### src/rtl/nra_pkg.sv
// ----------------------------------------------------------------------------
// Normalized RMSE accumulator package
// Shared widths and the controller/datapath command and status structs.
// ----------------------------------------------------------------------------
package nra_pkg;

  localparam int TRUTH_W  = 16;
  localparam int EST_W    = 19;
  localparam int RMSE_W   = 24;
  localparam int COUNT_W  = 21;
  localparam int SUM_W    = 53;
  localparam int WIDE_W   = 128;
  localparam int FRAC_BITS = 16;
  localparam logic [15:0] SCALE_SQ = 16'd65025;

  typedef struct packed {
    logic       load;
    logic       mul_ee;
    logic       mul_et;
    logic       mul_tt;
    logic       fin_start;
  } nra_cmd_t;

  typedef struct packed {
    logic       closes;
    logic       fin_done;
  } nra_stat_t;

endpackage

### src/rtl/nra_ctrl.sv
// ----------------------------------------------------------------------------
// Accumulator controller
// Sequences the three products of a pair and the end-of-set computation.
// ----------------------------------------------------------------------------
module nra_ctrl (
  input  logic               clk,
  input  logic               rst,
  input  logic               in_valid,
  output logic               in_ready,
  output logic               out_valid,
  input  logic               out_ready,
  input  nra_pkg::nra_stat_t stat,
  output nra_pkg::nra_cmd_t  cmd
);
  import nra_pkg::*;

  localparam logic [2:0] S_IDLE = 3'd0;
  localparam logic [2:0] S_EE   = 3'd1;
  localparam logic [2:0] S_ET   = 3'd2;
  localparam logic [2:0] S_TT   = 3'd3;
  localparam logic [2:0] S_FIN  = 3'd4;
  localparam logic [2:0] S_OUT  = 3'd5;

  logic [2:0] state, state_next;

  assign in_ready  = (state == S_IDLE);
  assign out_valid = (state == S_OUT);

  always_comb begin
    state_next    = state;
    cmd           = '0;
    case (state)
      S_IDLE: begin
        if (in_valid) begin
          cmd.load   = 1'b1;
          state_next = S_EE;
        end
      end
      S_EE: begin
        cmd.mul_ee = 1'b1;
        state_next = S_ET;
      end
      S_ET: begin
        cmd.mul_et = 1'b1;
        state_next = S_TT;
      end
      S_TT: begin
        cmd.mul_tt = 1'b1;
        if (stat.closes) begin
          cmd.fin_start = 1'b1;
          state_next    = S_FIN;
        end else begin
          state_next = S_IDLE;
        end
      end
      S_FIN: begin
        if (stat.fin_done) state_next = S_OUT;
      end
      S_OUT: begin
        if (out_ready) state_next = S_IDLE;
      end
      default: state_next = S_IDLE;
    endcase
  end

  always_ff @(posedge clk) begin
    if (rst) state <= S_IDLE;
    else     state <= state_next;
  end
endmodule

### config.mk
export PLATFORM = sky130hd
export DESIGN_NAME = nra_ctrl
export DESIGN_NICKNAME = d
export VERILOG_FILES = /design/src/rtl/nra_pkg.sv /design/src/rtl/nra_ctrl.sv
export SDC_FILE = /design/constraint.sdc
export NUM_CORES = 1
export LEC_CHECK = 0
export ABC_AREA = 1
export CELL_PAD_IN_SITES_DETAIL_PLACEMENT = 0
export CELL_PAD_IN_SITES_GLOBAL_PLACEMENT = 1
export CORE_AREA = 3 3 40 42
export DETAILED_ROUTE_END_ITERATION = 8
export DIE_AREA = 0 0 43 45
export DONT_BUFFER_PORTS = 1
export GPL_TIMING_DRIVEN = 0
export MAX_ROUTING_LAYER = met4
export PLACE_DENSITY = 0.52
export SETUP_SLACK_MARGIN = 0.4
export SYNTH_ARGS = -nofsm -noshare
export SYNTH_HDL_FRONTEND = slang
export SYNTH_SLANG_ARGS = --single-unit
### constraint.sdc
create_clock -name clk -period 0.88 [get_ports clk]
set_input_delay 0.176 -clock clk [delete_from_list [all_inputs] [get_ports clk]]
set_output_delay 0.176 -clock clk [all_outputs]
set_load 0.02 [all_outputs]
==> Word-level counts from Yosys, hierarchy flattened <==
Cells that the tools add are included.
{ "op_classes": {"div_mod_pow": 0, "order_cmp": 0, "n_reduce_logical": 2, "muxes": 11, "eq_ne": 8, "bitwise": 0, "n_mul": 0, "shift": 0, "addsub": 0} }
{ "op_table": {"columns": ["operator", "n"], "rows": [
  ["3-bit one-hot mux with 6 select lines", 1],
  ["3-bit 2-to-1 mux", 4],
  ["3-bit by 2-bit equality test with 1-bit output, second input constant", 2],
  ["3-bit equality test, second input constant", 2],
  ["1-bit 2-to-1 mux", 5],
  ["2-bit inequality test, second input constant", 2],
  ["3-bit by 1-bit equality test with 1-bit output, second input constant", 1],
  ["3-bit logical NOT", 1],
  ["3-bit AND reduction", 1],
  ["2-bit 2-to-1 mux", 1],
  ["2-bit by 1-bit inequality test with 1-bit output, second input constant", 1]
]} }
{ "word_totals": {"ff_bits": 3, "latchBits": 0, "in_bits": 6, "rom_bits": 0, "ram_bits": 0, "out_inout_bits": 7, "n_memories": 0} }

==> Logic depth before layout (Yosys ltp) <==
Gate-level depths: netlist of run 1.
{ "logic_depth": {"depth_word": 3, "depth_mapped": 7, "depth_no_buf": 6} }

==> Worst setup path after synthesis of run 1 <==
OpenSTA, ideal clock, no wires.
{ "synth_path": {"kind": "register to output", "start": "register state[1]", "end": "output cmd[1] (netlist name)", "stages_incl_launch_ff": 3, "slack_ns": -0.266, "arrival_time_ns": 0.970, "cell_sequence": "dfxtp_1 -> inv_1 -> nor3_1"} }
{ "synth_lines": {"columns": ["item", "line", "text"], "rows": [
  ["start, declared", "nra_ctrl.sv:24", "logic [2:0] state, state_next;"],
  ["start signal, assigned", "nra_ctrl.sv:68", "else state <= state_next;"],
  ["end, declared", "nra_ctrl.sv:13", "output nra_pkg::nra_cmd_t cmd"]
]} }

==> flow_metrics.py, run 1 <==
metrics = {
    "outcome": {
        "status": "complete, but fails checks",
        "violations": "hold timing, setup timing",
    },
    "clocking": {
        "clk_pin_slew_ps": 40,
        "clockBufferDepth": 2,
        "cts_htree_levels": 1,
        "cts-buffers-inserted": 3,
        "root_buffer": "clkbuf_4",
        "clk_latency_ps": 230,
        "cts_tree": "built",
        "numClockSinks": 3,
    },
    "floorplanning": {
        "die_x_um": 43,
        "die_y_um": 45,
        "io-pin-count": 13,
        "row_count": 13,
        "initial_core_util_pct": 18.9,
        "core_mm2": 0.00128,
        "dieArea_mm2": 0.00194,
    },
    "synth": {
        "synth_common_cells": "nand2_1, inv_1, dfxtp_1, nor2_1",
        "ys_async_sr_fraction_pct": 0,
        "synth-seq-area-share_pct": 24.7,
        "synth-main-ff-cell": "dfxtp_1",
        "ys_types": 14,
        "ys_ff_latch": 3,
        "synth_warnings": 0,
        "yosysMostFrequentCell": "nand2_1",
        "avgSynthCellArea_um2": 6.74,
        "synth-edff-count": 0,
        "synthesis.nets": 42,
        "synth_cells": 36,
        "yosysTopAreaCellShare_pct": 24.7,
        "synth_area_um2": 243,
        "synth_top_area_cell": "dfxtp_1",
        "synth.area.top_cells": "dfxtp_1, nand2_1, inv_1, nand3_2, a211oi_2",
    },
    "power_and_ir_drop": {
        "total_power_mw": 0.669,
        "leakagePower_nw": 0.213,
        "powerDensity_mw_per_mm2": 1460,
        "ir_drop_uv": 677,
    },
    "finish": {
        "stdcell_count": 62,
        "diodes": 0,
        "largest_reg_flops": 3,
        "reg_top3": "state: 3 flops",
        "drive_above_1_share_pct": 83.0,
        "finalNetCount": 54,
        "top_register": "state",
        "stdcell_area_um2": 458,
        "area_delta_synth_final_pct": 88.7,
    },
    "setup_path": {
        "rr_worst_depth": 7,
        "setup.worst_path.end_class": "output pin",
        "crit_path_start_kind": "register",
        "critical_path_class": "reg2out",
        "ff2ff_setup_slack_ps": -190,
        "worstPathArrival_ps": 990,
        "worstPathRequired_ps": 700,
        "path_max_fanout": 6,
    },
    "timing": {
        "fin_crit_sh_pct": 133,
        "worst_pin_slew_ps": 265,
        "skew_ps": 0.736,
        "slew_viol_final": 0,
        "slew_headroom_pct": 82.3,
        "setup_slack_ps": -287,
        "final_hold_viol_count": 1,
        "setup_viol": 9,
        "clock.fmax_mhz": 857,
        "layout_min_cycle_time_ps": 1170,
        "whs_ps": -4.28,
        "rsz0062_at_grt": "true",
    },
    "worst_hold_path": {
        "hold_path.class": "in2reg",
        "min_path_cells": 1,
    },
    "place": {
        "place_congestion": 0.731,
        "placed_area_um2": 309,
        "post-place-ws_ps": -156,
        "dp_hpwl_um": 466,
        "dp_cells": 51,
        "io_buffers": 0,
    },
    "routing": {
        "via_count": 274,
        "routedWlPerCell_um": 11.2,
        "routed_wl_um": 695,
        "drc_errors": 0,
        "antenna_left": 0,
        "via_per_inst": 4.42,
        "drtIter0Drc": 2,
        "drtPass1Iterations": 3,
    },
    "global_route": {
        "overflow": 0,
        "grtUsageTotal_pct": 9.24,
        "grt_pass1_vias": 276,
        "antenna_found_initial": 0,
        "grt_max_degree": 7,
        "grt_pass1_wl_um": 1210,
    },
    "flow_run": {
        "cap_violations": 0,
    },
}
critical path, stage by stage, from the launching register on:
cell and delay, ps:
dfxtp_4 370, inv_4 70, nand2_1 100, nor2_2 220
stage by stage:
step	utilization [%]	TNS [ps]
floorplan	-	-309
global placement	24.1	-578
detailed placement	24.1	-660
CTS	35.6	-2350
global route	35.6	-2590
finish	35.6	-2190
cell families (layout without fill, tap and decap cells):
logic type | count (synthesis) | in the layout | synth area share, %
simple gates | 21 | 21 | 46.4
buf+inv | 9 | 20 | 17.0
compound gates | 3 | 3 | 11.9
flops | 3 | 3 | 24.7
per-layer routing:
layer | up-vias | GRT usage (%) | part of all wire (%)
met5 | - | - | 0
met4 | 0 | 7.23 | 1.7
met3 | 2 | 4.38 | 4.5
met2 | 9 | 13.5 | 53
met1 | 130 | 9.57 | 41
li1 | 133 | - | -
timing repair:
action	CTS	global route
gates resized for setup	15	0
hold endpoints to repair	3	3
setup buffers	6	0
pin swaps	13	6
gates cloned	1	0
endpoints found under the setup margin	10	10
path summary, 6_finish.rpt:
path / endpoint / startpoint
min: state[2] / rst
max reg2reg: state[2] / state[2]
min reg2reg: state[1] / state[1]
max: cmd[3] / state[1]
power breakdown:
part	total (mW)	internal (mW)	switching [mW]
Combinational	0.243	0.0896	0.153
Sequential	0.183	0.152	0.0309
Clock	0.243	0.170	0.0733
Total	0.669	0.412	0.257
layout by cell type, fill, tap and decap left out, drive strengths merged:
master	count
nand3	2
clkbuf	4
nor2	6
dfxtp	3
a211oi	2
a21oi	1
nor3	1
buf	8
nand2	11
inv	8
nand4	1
area by class of cell:
type / instances / area, um2
Clock buffer: 4 / 26.3
Timing Repair Buffer: 7 / 76.3
Sequential cell: 3 / 68.8
Multi-Input combinational cell: 24 / 215
Buffer: 1 / 15.0
Inverter: 8 / 37.5
Fill cell: 142 / 827
Tap cell: 15 / 18.8
(Power assumes the default switching activity.)
==> inputs of run 2 (changes only) <==
Settings changed: REMOVE_ABC_BUFFERS set to 1.
==> flow_metrics.py, run 2 (synthesis results as in run 1) <==
metrics = {
    "outcome": {
        "status": "complete, but fails checks",
        "violations": "setup timing",
    },
    "global_route": {
        "grt_max_degree": 9,
        "overflow": 0,
        "grtUsageTotal_pct": 7.70,
        "grt_pass1_vias": 243,
        "antenna_found_initial": 0,
        "grt_pass1_wl_um": 1040,
    },
    "finish": {
        "fillerInstances": 142,
        "final_cell_mix": "buf_4, nand2_1, nand2_2, nor2_4, inv_2",
        "reg_top3": "state: 3 flops",
        "largest_reg_flops": 3,
        "top_register": "state",
        "final_common_cell": "buf_4",
        "drive_above_1_share_pct": 76.1,
        "stdcell_area_um2": 394,
        "finalNetCount": 53,
        "area_delta_synth_final_pct": 62.4,
        "diodes": 0,
    },
    "place": {
        "io_buffers": 0,
        "dp_hpwl_um": 412,
        "placed_area_um2": 250,
        "place_congestion": 0.593,
    },
    "clocking": {
        "clk_latency_ps": 230,
        "root_buffer": "clkbuf_4",
        "clk_pin_slew_ps": 30,
        "clockBufferDepth": 2,
        "cts_tree": "built",
        "cts-buffers-inserted": 3,
        "numClockSinks": 3,
        "cts_htree_levels": 1,
    },
    "floorplanning": {
        "initial_core_util_pct": 18.9,
        "die_x_um": 43,
        "core_mm2": 0.00128,
        "row_count": 13,
        "io-pin-count": 13,
        "die_y_um": 45,
        "dieArea_mm2": 0.00194,
    },
    "timing": {
        "timing.setup.tns_ps": -1750,
        "setup_slack_ps": -232,
        "worst_pin_slew_ps": 269,
        "skew_ps": 3.25,
        "final_hold_viol_count": 0,
        "layout_min_cycle_time_ps": 1110,
        "whs_ps": 3.49,
        "rsz0062_at_grt": "true",
        "slew_headroom_pct": 82.0,
        "setup_viol": 9,
        "slew_viol_final": 0,
        "clock.fmax_mhz": 899,
        "fin_crit_sh_pct": 126,
    },
    "worst_hold_path": {
        "min_path_cells": 1,
        "hold_start": "rst",
        "hold_path.class": "in2reg",
        "hold_end": "state[1]",
    },
    "setup_path": {
        "slowest_stage": "dfxtp_4",
        "r2r_end": "state[0]",
        "ff2ff_setup_slack_ps": -130,
        "worstPathRequired_ps": 700,
        "critical_path_class": "reg2out",
        "crit_chain": "inv_2, nand2_1, nor2_4",
        "setup.worst_path.end_class": "output pin",
        "reg2reg_from": "state[1]",
        "crit_path_start_kind": "register",
        "rr_worst_depth": 4,
        "cp_slowest_stage_delay_ps": 360,
        "worstPathArrival_ps": 940,
        "path_max_fanout": 5,
    },
    "power_and_ir_drop": {
        "leakagePower_nw": 0.177,
        "powerDensity_mw_per_mm2": 1570,
        "total_power_mw": 0.618,
        "ir_drop_uv": 695,
    },
    "routing": {
        "drc_errors": 0,
        "via_count": 248,
        "drtPass1Iterations": 2,
        "antenna_left": 0,
        "routed_wl_um": 596,
        "drtIter0Drc": 5,
        "via_per_inst": 4.07,
        "routedWlPerCell_um": 9.77,
    },
    "flow_run": {
        "cap_violations": 0,
    },
}
## run 2: cell types whose count changed in the layout (fill, tap and decap cells not counted), sizes merged
| cell | previous run | this run |
|---|---|---|
| buf | 8 | 7 |
## run 2: per-stage QoR
stage	std cells	utilization (%)	setup WS, ps
6_report	61	30.7	-232
5_1_grt	61	30.7	-287
4_1_cts	59	29.1	-275
3_5_place_dp	50	19.5	-373
3_3_place_gp	50	19.5	-377
2_1_floorplan	35	-	-266
## run 2: repair_timing
item                                   in CTS  in global routing
gates resized for setup                    24                  1
buffers inserted                            5                  2
pin swaps                                   6                  5
setup endpoints to repair                  10                 10
endpoints found under the hold margin       2                  3
## run 2: layer usage
metal,GRT usage (%),vias up,wire length (um)
met3,4.38,0,60
met1,7.66,110,210
met5,-,-,0
li1,-,132,-
met2,11.4,6,326
met4,5.42,0,0
## run 2: layout make-up
cell class                      count  area [um2]  share of cell area (%)
Sequential cell                     3        71.3                    18.1
Inverter                            8        32.5                    8.25
Timing Repair Buffer                7        52.6                    13.3
Multi-Input combinational cell     24         193                    48.9
Clock buffer                        4        26.3                    6.67
Tap cell                           15        18.8                    4.76
## run 2: report_power, final
group	leakage (nW)	internal (mW)	total, mW	switching, mW
clock	0.0150	0.169	0.235	0.0658
sequential	0.0267	0.150	0.178	0.0280
combinational	0.136	0.0744	0.205	0.131
## run 2: critical path: cells and delay by family, from the launching register on
family        cells  cell delay (ps)
simple gates      2              260
flops             1              360
buf+inv           1               80
## run 2: worst max-delay path by stage
stage | start | endpoint
finish | state[1] | cmd[3]
global route | state[1] | cmd[3]
CTS | state[2] | cmd[0]
detailed placement | state[0] | cmd[1]
global placement | state[0] | cmd[1]
floorplan | state[1] | cmd[1]
